--- config.mk ---
export PLATFORM = sky130hd
export DESIGN_NAME = text_template_formatter_top_flat
export DESIGN_NICKNAME = d
export VERILOG_FILES = /design/src/hw/rtl/ttf_pkg.sv /design/src/hw/rtl/ttf_if.sv /design/src/hw/rtl/ttf_arg_store.sv /design/src/hw/rtl/ttf_parser.sv /design/src/hw/rtl/ttf_emitter.sv /design/src/hw/rtl/text_template_formatter_top.sv /design/src/flat_wrapper.sv
export SDC_FILE = /design/constraint.sdc
export NUM_CORES = 1
export LEC_CHECK = 0
export BUFFER_PORTS_ARGS = -buffer_cell sky130_fd_sc_hd__buf_4
export CORE_MARGIN = 10
export CORE_UTILIZATION = 30
export DETAILED_ROUTE_END_ITERATION = 6
export GPL_TIMING_DRIVEN = 0
export HOLD_SLACK_MARGIN = 0.08
export PLACE_DENSITY_LB_ADDON = 0.3
export SLEW_MARGIN = 30
export SYNTH_ARGS = -nofsm -noshare
export SYNTH_HDL_FRONTEND = slang
export SYNTH_SLANG_ARGS = --single-unit
--- constraint.sdc ---
create_clock -name clk -period 16.8 [get_ports clk]
set_input_delay 2.52 -clock clk [delete_from_list [all_inputs] [get_ports clk]]
set_output_delay 2.52 -clock clk [all_outputs]
set_load 0.03 [all_outputs]
--- src/hw/rtl/ttf_pkg.sv ---
`default_nettype none
package ttf_pkg;

  // Argument store geometry.
  localparam int MAX_ARGS  = 8;
  localparam int ARG_IDX_W = (MAX_ARGS > 1) ? $clog2(MAX_ARGS) : 1;
  localparam int ARG_W     = 16;

  // Decimal conversion: a 16-bit word has at most five digits.
  localparam int NUM_DIGITS = 5;
  localparam int DIG_IDX_W  = 3;
  localparam int CNT_W      = 4;

  // Reciprocal of ten for 16-bit operands: q = (v * RECIP_TEN) >> RECIP_SHIFT.
  localparam logic [15:0] RECIP_TEN   = 16'd52429;
  localparam int          RECIP_SHIFT = 19;

  // Character codes.
  localparam logic [7:0] CH_NUL     = 8'h00;
  localparam logic [7:0] CH_PCT     = 8'h25;
  localparam logic [7:0] CH_ZERO    = 8'h30;
  localparam logic [7:0] CH_NINE    = 8'h39;
  localparam logic [7:0] CH_PAD_DIR = 8'h44;
  localparam logic [7:0] CH_DEC_DIR = 8'h64;
  localparam logic [7:0] CH_CHR_DIR = 8'h63;
  localparam logic [7:0] CH_TCK_DIR = 8'h74;
  localparam logic [7:0] CH_FLG_DIR = 8'h66;
  localparam logic [7:0] TICK_LEAD  = 8'h01;
  localparam logic [7:0] FLAG_LEAD  = 8'h02;
  localparam logic [7:0] TICK_BIAS  = 8'h02;
  localparam logic [7:0] FLAG_BIAS  = 8'h01;
  localparam logic [3:0] DIGIT_MASK = 4'hF;

  // Request kinds.
  localparam logic REQ_LOAD     = 1'b0;
  localparam logic REQ_TEMPLATE = 1'b1;

  typedef enum logic [1:0] {
    MODE_PLAIN = 2'd0,
    MODE_PCT   = 2'd1,
    MODE_WIDTH = 2'd2
  } mode_t;

  typedef enum logic [2:0] {
    OP_BYTES = 3'd0,
    OP_CHAR  = 3'd1,
    OP_TICK  = 3'd2,
    OP_FLAG  = 3'd3,
    OP_NUM   = 3'd4
  } op_t;

  typedef enum logic [1:0] {
    ST_IDLE = 2'd0,
    ST_CONV = 2'd1,
    ST_EMIT = 2'd2
  } emit_state_t;

  // One decoded job handed from the parser to the emitter.
  typedef struct packed {
    op_t        op;
    logic       two_bytes;
    logic [7:0] b0;
    logic       l0;
    logic [7:0] b1;
    logic       l1;
    logic [3:0] width;
    logic       term;
  } job_t;

  typedef struct packed {
    logic                 en;
    logic [ARG_IDX_W-1:0] addr;
    logic [ARG_W-1:0]     data;
  } mem_wr_t;

  typedef struct packed {
    logic                 en;
    logic [ARG_IDX_W-1:0] addr;
  } mem_rd_t;

endpackage
`default_nettype wire

--- src/hw/rtl/ttf_if.sv ---
`default_nettype none
interface ttf_in_if;
  import ttf_pkg::*;
  logic             valid;
  logic             ready;
  logic             req_type;
  logic [ARG_W-1:0] arg_value;
  logic [7:0]       template_byte;

  modport source (output valid, req_type, arg_value, template_byte, input ready);
  modport sink   (input valid, req_type, arg_value, template_byte, output ready);
endinterface

interface ttf_out_if;
  logic       valid;
  logic       ready;
  logic [7:0] out_byte;
  logic       last;

  modport source (output valid, out_byte, last, input ready);
  modport sink   (input valid, out_byte, last, output ready);
endinterface
`default_nettype wire

--- src/hw/rtl/ttf_arg_store.sv ---
`default_nettype none
module ttf_arg_store (
  input  wire logic                    clk,
  input  wire ttf_pkg::mem_wr_t        wr,
  input  wire ttf_pkg::mem_rd_t        rd,
  output logic [ttf_pkg::ARG_W-1:0]    rdata
);
  import ttf_pkg::*;

  logic [ARG_W-1:0] mem [MAX_ARGS];

  // One write port and one registered read port.
  always_ff @(posedge clk) begin
    if (wr.en) begin
      mem[wr.addr] <= wr.data;
    end
    if (rd.en) begin
      rdata <= mem[rd.addr];
    end
  end

endmodule
`default_nettype wire

--- src/hw/rtl/ttf_parser.sv ---
`default_nettype none
module ttf_parser (
  input  wire logic             clk,
  input  wire logic             rst,
  ttf_in_if.sink                request,
  input  wire logic             job_take,
  output logic                  job_valid,
  output ttf_pkg::job_t         job,
  output ttf_pkg::mem_wr_t      mem_wr,
  output ttf_pkg::mem_rd_t      mem_rd
);
  import ttf_pkg::*;

  logic [ARG_IDX_W-1:0] load_index;
  logic [ARG_IDX_W-1:0] use_index;
  mode_t                parse_mode;

  logic                 accept;
  logic                 is_tmpl;
  job_t                 dec_job;
  logic                 dec_out;
  logic                 dec_arg;
  logic                 dec_clear;
  mode_t                mode_next;
  logic [7:0]           b;
  logic [ARG_IDX_W-1:0] load_index_inc;
  logic [ARG_IDX_W-1:0] use_index_inc;

  assign request.ready = !job_valid || job_take;
  assign accept        = request.valid && request.ready;
  assign is_tmpl       = (request.req_type == REQ_TEMPLATE);
  assign b             = request.template_byte;

  assign load_index_inc = (load_index == ARG_IDX_W'(MAX_ARGS - 1)) ? '0 : load_index + 1'b1;
  assign use_index_inc  = (use_index == ARG_IDX_W'(MAX_ARGS - 1)) ? '0 : use_index + 1'b1;

  // Decode one template byte against the current parse mode.
  always_comb begin
    dec_job           = '0;
    dec_job.op        = OP_BYTES;
    dec_out           = 1'b0;
    dec_arg           = 1'b0;
    dec_clear         = 1'b0;
    mode_next         = MODE_PLAIN;
    unique case (parse_mode)
      MODE_PCT: begin
        unique case (b)
          CH_PAD_DIR: begin
            mode_next = MODE_WIDTH;
          end
          CH_DEC_DIR: begin
            dec_out    = 1'b1;
            dec_arg    = 1'b1;
            dec_job.op = OP_NUM;
          end
          CH_CHR_DIR: begin
            dec_out    = 1'b1;
            dec_arg    = 1'b1;
            dec_job.op = OP_CHAR;
          end
          CH_TCK_DIR: begin
            dec_out    = 1'b1;
            dec_arg    = 1'b1;
            dec_job.op = OP_TICK;
          end
          CH_FLG_DIR: begin
            dec_out    = 1'b1;
            dec_arg    = 1'b1;
            dec_job.op = OP_FLAG;
          end
          CH_PCT: begin
            dec_out    = 1'b1;
            dec_job.b0 = CH_PCT;
          end
          default: begin
            // Unknown directive: a literal percent, then the byte as plain text.
            dec_job.b0 = CH_PCT;
            if (b == CH_NUL) begin
              dec_out           = 1'b1;
              dec_clear         = 1'b1;
              dec_job.two_bytes = 1'b1;
              dec_job.b1        = CH_NUL;
              dec_job.l1        = 1'b1;
            end else if (b == CH_PCT) begin
              dec_out   = 1'b1;
              mode_next = MODE_PCT;
            end else begin
              dec_out           = 1'b1;
              dec_job.two_bytes = 1'b1;
              dec_job.b1        = b;
            end
          end
        endcase
      end
      MODE_WIDTH: begin
        dec_out    = 1'b1;
        dec_arg    = 1'b1;
        dec_job.op = OP_NUM;
        if (b >= CH_ZERO && b <= CH_NINE) begin
          dec_job.width = (b[3:0] - CH_ZERO[3:0]) & DIGIT_MASK;
        end else if (b == CH_NUL) begin
          dec_job.term = 1'b1;
          dec_clear    = 1'b1;
        end
      end
      default: begin
        if (b == CH_NUL) begin
          dec_out    = 1'b1;
          dec_clear  = 1'b1;
          dec_job.b0 = CH_NUL;
          dec_job.l0 = 1'b1;
        end else if (b == CH_PCT) begin
          mode_next = MODE_PCT;
        end else begin
          dec_out    = 1'b1;
          dec_job.b0 = b;
        end
      end
    endcase
  end

  // Argument store ports: loads write, directives read at the use index.
  always_comb begin
    mem_wr.en   = accept && !is_tmpl;
    mem_wr.addr = load_index;
    mem_wr.data = request.arg_value;
    mem_rd.en   = accept && is_tmpl && dec_arg;
    mem_rd.addr = use_index;
  end

  // Parse state and argument indexes.
  always_ff @(posedge clk) begin
    if (rst) begin
      load_index <= '0;
      use_index  <= '0;
      parse_mode <= MODE_PLAIN;
    end else if (accept) begin
      if (!is_tmpl) begin
        load_index <= load_index_inc;
      end else begin
        parse_mode <= mode_next;
        if (dec_clear) begin
          load_index <= '0;
          use_index  <= '0;
        end else if (dec_arg) begin
          use_index <= use_index_inc;
        end
      end
    end
  end

  // Front register holding the next job for the emitter.
  always_ff @(posedge clk) begin
    if (rst) begin
      job_valid <= 1'b0;
    end else if (accept && is_tmpl && dec_out) begin
      job_valid <= 1'b1;
    end else if (job_take) begin
      job_valid <= 1'b0;
    end
  end

  always_ff @(posedge clk) begin
    if (accept && is_tmpl && dec_out) begin
      job <= dec_job;
    end
  end

endmodule
`default_nettype wire

--- src/hw/rtl/ttf_emitter.sv ---
`default_nettype none
module ttf_emitter (
  input  wire logic                    clk,
  input  wire logic                    rst,
  input  wire logic                    job_valid,
  input  wire ttf_pkg::job_t           job,
  input  wire logic [ttf_pkg::ARG_W-1:0] arg_data,
  output logic                         job_take,
  ttf_out_if.source                    text
);
  import ttf_pkg::*;

  emit_state_t          state;
  emit_state_t          state_next;

  logic                 is_num;
  logic [7:0]           b0;
  logic                 l0;
  logic [7:0]           b1;
  logic                 l1;
  logic [3:0]           width;
  logic                 term;
  logic [ARG_W-1:0]     val;
  logic [3:0]           digs [NUM_DIGITS];
  logic [DIG_IDX_W-1:0] len;
  logic [CNT_W-1:0]     pads;
  logic [CNT_W-1:0]     total;
  logic [CNT_W-1:0]     cnt;

  logic                 out_load;
  logic                 cnt_last;
  logic                 conv_done;
  logic [31:0]          prod;
  logic [ARG_W-1:0]     quot;
  logic [ARG_W-1:0]     quot_x10;
  logic [3:0]           rem;
  logic [CNT_W-1:0]     len_p1;
  logic [CNT_W-1:0]     pads_new;
  logic [CNT_W-1:0]     digit_end;
  logic [CNT_W-1:0]     digit_pos;
  logic [7:0]           sel_byte;
  logic                 sel_last;
  logic [7:0]           arg_low;

  assign out_load = !text.valid || text.ready;
  assign cnt_last = (cnt == total - 1'b1);
  assign arg_low  = arg_data[7:0];

  // One decimal digit per cycle by multiplying with the reciprocal of ten.
  assign prod      = 32'(val) * 32'(RECIP_TEN);
  assign quot      = ARG_W'(prod[31:RECIP_SHIFT]);
  assign quot_x10  = (quot << 3) + (quot << 1);
  assign rem       = 4'(val - quot_x10);
  assign len_p1    = CNT_W'(len) + 1'b1;
  assign conv_done = (quot == '0) || (len_p1 == CNT_W'(NUM_DIGITS));
  assign pads_new  = (width > len_p1) ? width - len_p1 : '0;

  // Byte chosen for the current emit position.
  assign digit_end = pads + CNT_W'(len);
  assign digit_pos = digit_end - 1'b1 - cnt;
  always_comb begin
    sel_byte = b0;
    sel_last = l0;
    if (!is_num) begin
      if (cnt != '0) begin
        sel_byte = b1;
        sel_last = l1;
      end
    end else if (cnt < pads) begin
      sel_byte = CH_ZERO;
      sel_last = 1'b0;
    end else if (cnt < digit_end) begin
      sel_byte = CH_ZERO + 8'(digs[digit_pos[DIG_IDX_W-1:0]]);
      sel_last = 1'b0;
    end else begin
      sel_byte = CH_NUL;
      sel_last = 1'b1;
    end
  end

  // Sequencer: take a job, convert digits if needed, then emit its words.
  always_comb begin
    state_next = state;
    job_take   = 1'b0;
    unique case (state)
      ST_IDLE: begin
        job_take = job_valid;
      end
      ST_CONV: begin
        if (conv_done) begin
          state_next = ST_EMIT;
        end
      end
      ST_EMIT: begin
        if (out_load && cnt_last) begin
          job_take   = job_valid;
          state_next = ST_IDLE;
        end
      end
      default: begin
        state_next = ST_IDLE;
      end
    endcase
    if (job_take) begin
      state_next = (job.op == OP_NUM) ? ST_CONV : ST_EMIT;
    end
  end

  always_ff @(posedge clk) begin
    if (rst) begin
      state <= ST_IDLE;
    end else begin
      state <= state_next;
    end
  end

  // Job datapath.
  always_ff @(posedge clk) begin
    if (job_take) begin
      is_num <= (job.op == OP_NUM);
      width  <= job.width;
      term   <= job.term;
      val    <= arg_data;
      len    <= '0;
      cnt    <= '0;
      l0     <= job.l0;
      l1     <= job.l1;
      case (job.op)
        OP_CHAR: begin
          b0    <= arg_low;
          b1    <= arg_low;
          total <= CNT_W'(1);
        end
        OP_TICK: begin
          b0    <= TICK_LEAD;
          b1    <= arg_low + TICK_BIAS;
          total <= CNT_W'(2);
        end
        OP_FLAG: begin
          b0    <= FLAG_LEAD;
          b1    <= arg_low + FLAG_BIAS;
          total <= CNT_W'(2);
        end
        default: begin
          b0    <= job.b0;
          b1    <= job.b1;
          total <= job.two_bytes ? CNT_W'(2) : CNT_W'(1);
        end
      endcase
    end else if (state == ST_CONV) begin
      digs[len] <= rem;
      len       <= len + 1'b1;
      val       <= quot;
      if (conv_done) begin
        pads  <= pads_new;
        total <= pads_new + len_p1 + CNT_W'(term);
      end
    end else if (state == ST_EMIT && out_load) begin
      cnt <= cnt + 1'b1;
    end
  end

  // Output register toward the text channel.
  always_ff @(posedge clk) begin
    if (rst) begin
      text.valid <= 1'b0;
    end else if (out_load) begin
      text.valid <= (state == ST_EMIT);
    end
  end

  always_ff @(posedge clk) begin
    if (out_load && state == ST_EMIT) begin
      text.out_byte <= sel_byte;
      text.last     <= sel_last;
    end
  end

endmodule
`default_nettype wire

--- src/hw/rtl/text_template_formatter_top.sv ---
`default_nettype none
// Template formatter. Argument words (req_type 0) are stored in an 8-entry
// argument memory; template bytes (req_type 1) are decoded at acceptance and
// queued as jobs for the emitter. A plain byte, %%, %c, and the terminator
// give one output word each; %t, %f and an unknown directive give two words.
// A numeric directive (%d, %Dn) reads its argument through the memory's
// registered read port, then converts one decimal digit per cycle with the
// reciprocal multiply (one to five digits), then emits one word per cycle
// while the receiver is ready, padding included. The input side keeps
// accepting while a job is emitted, one job deep. Stored arguments are not
// cleared by reset; reading a slot never loaded gives an undefined value.
module text_template_formatter_top (
  input  wire logic clk,
  input  wire logic rst,
  ttf_in_if.sink    request,
  ttf_out_if.source text
);
  import ttf_pkg::*;

  logic             job_valid;
  logic             job_take;
  job_t             job;
  mem_wr_t          mem_wr;
  mem_rd_t          mem_rd;
  logic [ARG_W-1:0] arg_data;

  ttf_parser u_parser (
    .clk       (clk),
    .rst       (rst),
    .request   (request),
    .job_take  (job_take),
    .job_valid (job_valid),
    .job       (job),
    .mem_wr    (mem_wr),
    .mem_rd    (mem_rd)
  );

  ttf_arg_store u_store (
    .clk   (clk),
    .wr    (mem_wr),
    .rd    (mem_rd),
    .rdata (arg_data)
  );

  ttf_emitter u_emitter (
    .clk       (clk),
    .rst       (rst),
    .job_valid (job_valid),
    .job       (job),
    .arg_data  (arg_data),
    .job_take  (job_take),
    .text      (text)
  );

endmodule
`default_nettype wire

--- src/flat_wrapper.sv ---
// flat-port wrapper written by rule: the top's interface ports become plain ports
module text_template_formatter_top_flat import ttf_pkg::*;
  (clk, rst, request_valid, request_req_type, request_arg_value, request_template_byte, request_ready, text_valid, text_out_byte, text_last, text_ready);
  ttf_in_if request_i ();
  ttf_out_if text_i ();
  input  wire logic clk;
  input  wire logic rst;
  input wire logic [$bits(request_i.valid)-1:0] request_valid;
  input wire logic [$bits(request_i.req_type)-1:0] request_req_type;
  input wire logic [$bits(request_i.arg_value)-1:0] request_arg_value;
  input wire logic [$bits(request_i.template_byte)-1:0] request_template_byte;
  output wire logic [$bits(request_i.ready)-1:0] request_ready;
  output wire logic [$bits(text_i.valid)-1:0] text_valid;
  output wire logic [$bits(text_i.out_byte)-1:0] text_out_byte;
  output wire logic [$bits(text_i.last)-1:0] text_last;
  input wire logic [$bits(text_i.ready)-1:0] text_ready;
  assign request_i.valid = request_valid;
  assign request_i.req_type = request_req_type;
  assign request_i.arg_value = request_arg_value;
  assign request_i.template_byte = request_template_byte;
  assign request_ready = request_i.ready;
  assign text_valid = text_i.valid;
  assign text_out_byte = text_i.out_byte;
  assign text_last = text_i.last;
  assign text_i.ready = text_ready;
  text_template_formatter_top u_core (.clk(clk), .rst(rst), .request(request_i), .text(text_i));
endmodule
### Word-level counts from Yosys, hierarchy flattened

Memory sizes are Yosys's and may differ from the RTL's. A register that Yosys moved wholly into a read port is not among the register bits.
Index checks and enable logic that the tools add are counted.

| storage, ports and cells | value |
|---|---|
| memories kept | 2 |
| bits of input ports | 29 |
| register bits | 103 |
| output and inout port bits | 11 |
| memory bits (writable) | 148 |
| word-level logic and storage cells | 174 |

| cells by class | value |
|---|---|
| $lt $le $gt $ge | 5 |
| reduce and logical (&&, ||, !) cells | 37 |
| bitwise logic cells | 3 |
| multiplexer cells | 59 |
| $mul | 1 |
| add/subtract/negate cells | 17 |
| equality and inequality tests | 22 |

Memories:

| memory | depth | width | rd ports | clocked after Yosys merged registers in | write ports | RTL line | source |
|---|---|---|---|---|---|---|---|
| u_core.u_store.mem | 8 | 16 | 1 | 1 | 1 | ttf_arg_store.sv:10 | `logic [ARG_W-1:0] mem [MAX_ARGS];` |
| u_core.u_emitter.digs | 5 | 4 | 1 | 0 | 1 | ttf_emitter.sv:24 | `logic [3:0] digs [NUM_DIGITS];` |

Operators by type and width:

| operator | count |
|---|---|
| 8-bit one-hot mux with 3 select lines | 2 |
| 8-bit by 7-bit equality test with 1-bit output, second input constant | 5 |
| 16-bit by 16-bit multiplier with 32-bit output, second input constant | 1 |
| 16-bit 2-to-1 mux | 2 |
| 8-bit 2-to-1 mux | 4 |
| 1-bit 2-to-1 mux | 21 |
| 3-bit 2-to-1 mux | 6 |
| 16-bit zero test | 1 |
| 4-bit 2-to-1 mux | 4 |
| 8-bit one-hot mux with 2 select lines | 1 |
| 2-bit 2-to-1 mux | 7 |
| 7-bit 2-to-1 mux | 2 |
| 3-bit one-hot mux with 4 select lines | 1 |
| 2-bit AND reduction | 5 |
| 3-bit by 1-bit adder with 3-bit output, second input constant | 3 |
| 3-bit equality test, second input constant | 3 |
| 3-bit AND reduction | 3 |
| 4-bit adder | 2 |
| 8-bit by 1-bit adder with 8-bit output, second input constant | 1 |
| 8-bit by 2-bit adder with 8-bit output, second input constant | 1 |
| 8-bit by 6-bit equality test with 1-bit output, second input constant | 1 |
| 8-bit by 6-bit greater-or-equal comparator with 1-bit output, second input constant | 1 |
| 8-bit by 6-bit <= comparator with 1-bit output, second input constant | 1 |
| 1-bit logical AND | 8 |
| other kinds (37) | 58 |

### Logic depth before layout (Yosys ltp)

| logic depth | value |
|---|---|
| depth after elaboration | 10 |
| gate-level depth with buffers | 23 |
| gate-level depth less buffers | 22 |

### Cells and area by module

Synthesis repeated with hierarchy kept, for this count alone.

| second synthesis, totals | value |
|---|---|
| cell total of the unflattened synthesis | 1338 |
| area total of the unflattened synthesis | 17060.1 um^2 |

Modules (own cells, without submodules):

| module | cells an instance | area an instance (um^2) | times used | seq. area each (um^2) |
|---|---|---|---|---|
| ttf_emitter | 957 | 9730.6 | 1 | 2512.4 |
| ttf_arg_store | 214 | 5454.0 | 1 | 4324.1 |
| ttf_parser | 167 | 1875.5 | 1 | 991.0 |

### Worst setup path before layout

Ideal clock, no wire load.

| timing path | value |
|---|---|
| path type | flip-flop to flip-flop |
| start | register u_core.u_emitter.val[3] |
| end | register u_core.u_emitter.total[0] (enable) |
| stages on the path, launching flop included | 19 |
| path buffers | 0 |
| setup slack | 10.609 ns |
| data required time | 16.453 ns |
| clock period less this slack | 6.191 ns |
| arrival time | 5.845 ns |
| setup time | 0.347 ns |
| path through | edfxtp_1 ha_1 inv_1 fa_1 inv_1 fa_1 fa_1 fa_1 inv_1 fa_1 inv_1 ha_1 nand4_1 o41ai_1 xor2_1 or3_4 a2111oi_4 nand4_2 a31oi_1 |

| on the way | value |
|---|---|
| word-level cells in the longest chain between the ends | 5 |

Ends and longest elaborated chain:

| what | RTL line | source |
|---|---|---|
| start: declaration | ttf_emitter.sv:23 | `logic [ARG_W-1:0] val;` |
| start signal: assignment | ttf_emitter.sv:123 | `val <= arg_data;` |
| start signal: assignment | ttf_emitter.sv:153 | `val <= quot;` |
| 16-bit by 16-bit multiplier with 32-bit output | ttf_emitter.sv:50 | `assign prod = 32'(val) * 32'(RECIP_TEN);` |
| 16-bit zero test | ttf_emitter.sv:55 | `assign conv_done = (quot == '0) \|\| (len_p1 == CNT_W'(NUM_DIGITS));` |
| 1-bit logical OR | ttf_emitter.sv:55 |  |
| 2-bit nonzero test (no source line) | - |  |
| 2-bit AND reduction (no source line) | - |  |
| end signal: assignment | ttf_emitter.sv:147 | `total <= job.two_bytes ? CNT_W'(2) : CNT_W'(1);` |
| end signal: assignment | ttf_emitter.sv:156 | `total <= pads_new + len_p1 + CNT_W'(term);` |
| end: declaration | ttf_emitter.sv:27 | `logic [CNT_W-1:0] total;` |

Every way passes these cells.
A chain may end at the register's enable or synchronous reset.

### Final worst setup path

| timing path | value |
|---|---|
| start | register u_core.u_emitter.val[3] |
| end | register u_core.u_emitter.total[2] (enable) |

The elaborated chain is that of the path after synthesis.

==> results.cfg <==
[logic_synthesis]
synth_edf_count = 248
ys_warn_count = 0
ys_ff_latch = 267
syn_inst = 1277
seq_area_frac_synth = 0.476
syn_area_mm2 = 0.0165
synth_top_area_cell = edfxtp_1
synth.avg_cell_area_um2 = 12.9
async_reset_ff_frac = 0
syn_nets = 1556
synth_top_area_share = 0.453
synth-main-ff-cell = edfxtp_1
synth_area_leaders = edfxtp_1 45%, ha_1 13%, fa_1 10%, mux4_2 4.9%, inv_1 4.3%
synth.distinct_cells = 69

[sta]
hold_viol = 0
worstMarginPinSlew_ns = 0.792
fin_worst_skew_ns = 0.0185
setup_tns_ns = 0
rsz0062_at_grt = false
finalSetupViolations = 0
relSlewSlack = 0.472
fmax_ghz = 0.140
fin_crit_ns = 7.15
finalCritPeriodShare = 0.426
slew_violations = 0

[routing]
vias_per_cell = 4.73
first_pass_iters = 5
routedWlPerCell_um = 17.4
drcViolationCount = 0
vias = 9813
routed_wl_um = 36100
drtIter0Drc = 544
antenna_left = 0

[global_route]
grt_max_degree = 27
grt_usage = 0.114
antenna_found_initial = 0
grt_pass1_wl_um = 58900
grt_pass1_vias = 10582
grt-ovfl-total = 0

[clock_network]
cts-hold-fix-buffers = 0
post_cts_buffers = 0
clkTransAtPathRegs_ns = 0.06
cts_tree = yes
cts_resized = 0
worst_skew_pair.late_latency_ns = 0.53
ctsRootBufferMaster = clkbuf_16
cts_made_buffers = 28
cts.htree.levels = 1
cts_sinks = 267
clockBufferDepth = 3

[floorplanning]
core_area_mm2 = 0.0540
dieHeight_um = 254
start_util = 0.305
rows = 85
die_area_mm2 = 0.0646
ios = 40
die_w_um = 254

[setup_path]
critPathLaunch = u_core.u_emitter.val[3]
startpoint_type = flip-flop
crit_type = flip-flop to flip-flop
worst_r2r_path_depth = 20
timing.rr.start = u_core.u_emitter.val[3]
end_kind = flip-flop
cp.arrival_ns = 7.33
cp_max_fo = 7
r2r_slack_ns = 9.65
cp.required_ns = 16.98
crit_end = u_core.u_emitter.total[2]
r2r_end = u_core.u_emitter.total[2]

[final_layout]
synthToLayoutAreaGrowth_pct = 13.4
num_antenna_cells = 0
final_core_util = 0.345
drive_gt1_frac = 0.136
fin_nets = 1639
final_cell_mix = 248 x edfxtp_1, 189 x inv_1, 165 x ha_1
layout_commonest_cell = edfxtp_1

[place]
place_hpwl_um = 28700
gp_congestion = 0.871
numPortBuffers = 36

[outcome]
status = finished, final reports clean

[worst_hold_path]
hp-class = flip-flop to flip-flop

[run]
maxCapViolCount = 0
[sequential cells by signal (all words and copies together) (netlist names), 2 cells and up]
| register | cells |
|---|---|
| u_core.u_parser.parse_mode | 2 |
| u_core.u_emitter.b0 | 8 |
| u_core.u_emitter.state | 2 |
| u_core.u_parser.load_index | 3 |
| u_core.u_emitter.total | 4 |
| u_core.u_emitter.cnt | 4 |
| u_core.u_emitter.val | 16 |
| u_core.u_emitter.pads | 4 |
| u_core.u_emitter.width | 4 |
| u_core.u_parser.use_index | 3 |
| u_core.u_store.rdata | 16 |
| u_core.u_emitter.text.out_byte | 8 |
| u_core.u_emitter.digs | 20 |
| u_core.u_store.mem | 128 |
| u_core.u_emitter.len | 3 |
| u_core.u_emitter.b1 | 8 |
| u_core.u_parser.job | 27 |
[cells in the mapped netlist (7+ instances only)]
cell type / n
clkbuf_1: 24
nor2_1: 56
and3_1: 7
nor3_1: 20
nor2b_1: 13
and2_1: 26
fa_1: 85
o22ai_1: 9
a21o_1: 11
o21ai_0: 32
dfxtp_1: 19
nand3_1: 13
inv_1: 189
a21oi_1: 47
nand4_1: 12
a31oi_1: 7
mux4_2: 36
ha_1: 165
mux2i_1: 16
mux2_2: 24
edfxtp_1: 248
nand2_1: 62
nand2b_1: 12
xor2_1: 21
xnor2_1: 22
[metal layers]
metal  global-route usage  vias up  share of wire
met2                0.199      147           0.49
met1                0.152     4897           0.47
met4               0.0205        0          0.013
met3               0.0126       38          0.028
li1                     -     4731              -
met5                    0        -              0
[kinds of logic (layout without fill, tap and decap cells)]
kind of cell    count (synthesis)  after routing  synth area share
compound gates                166            166            0.0669
xor+xnor                       43             43            0.0229
fa+ha+maj                     250            250             0.229
buf+inv                       224            327            0.0522
flops                         267            267             0.476
mux                            76             76            0.0754
simple gates                  251            251            0.0780
[area by class of cell]
| type | count | area [um2] |
|---|---|---|
| Fill cell | 5353 | 35400 |
| Multi-Input combinational cell | 786 | 7860 |
| Sequential cell | 267 | 7830 |
| Tap cell | 696 | 871 |
| Clock buffer | 38 | 759 |
| Inverter | 190 | 713 |
| Timing Repair Buffer | 53 | 420 |
| Buffer | 34 | 149 |
| Clock inverter | 12 | 58.8 |
[metrics by stage]
| step | setup WS (ns) | cells | area, um2 | hold WS (ns) |
|---|---|---|---|---|
| detailed placement | 9.60 | 2026 | 17800 | 0.408 |
| global route | 9.31 | 2076 | 18700 | 0.428 |
| CTS | 9.58 | 2076 | 18700 | 0.423 |
| floorplan | 10.61 | 1277 | 16500 | 0.400 |
| global placement | 9.33 | 2009 | 17600 | 0.402 |
| finish | 9.65 | 2076 | 18700 | 0.420 |
[how the worst min path moves through the flow]
| stage | from | end | slack (ns) | depth (start not counted) |
|---|---|---|---|---|
| global placement | u_core.u_parser.job[0] | u_core.u_emitter.term | 0.40 | 0 |
| finish | u_core.u_parser.job[3] | u_core.u_emitter.width[2] | 0.42 | 0 |
| detailed placement | u_core.u_parser.job[3] | u_core.u_emitter.width[2] | 0.41 | 0 |
| floorplan | u_core.u_parser.job[14] | u_core.u_emitter.l0 | 0.40 | 0 |
| global route | u_core.u_parser.job[4] | u_core.u_emitter.width[3] | 0.43 | 0 |
| CTS | u_core.u_parser.job[0] | u_core.u_emitter.term | 0.42 | 0 |
[worst max-delay path: stages, from the launching register on]
cell and delay, ns:
edfxtp_1 0.56, ha_1 0.43, inv_1 0.08, fa_1 0.53, inv_1 0.06, fa_1 0.51
fa_1 0.52, fa_1 0.55, inv_1 0.06, fa_1 0.54, inv_1 0.08, ha_1 0.38
nand3_1 0.12, nor4bb_1 0.42, o211ai_1 0.19, nand4_1 0.23, xor2_1 0.14, or3_4 0.36
a2111oi_4 0.29, nand4_2 0.28, a31oi_1 0.47
Power is left out: the tool's default activity adds up to more than one toggle a clock period on the data nets, which glitch-free logic cannot reach.
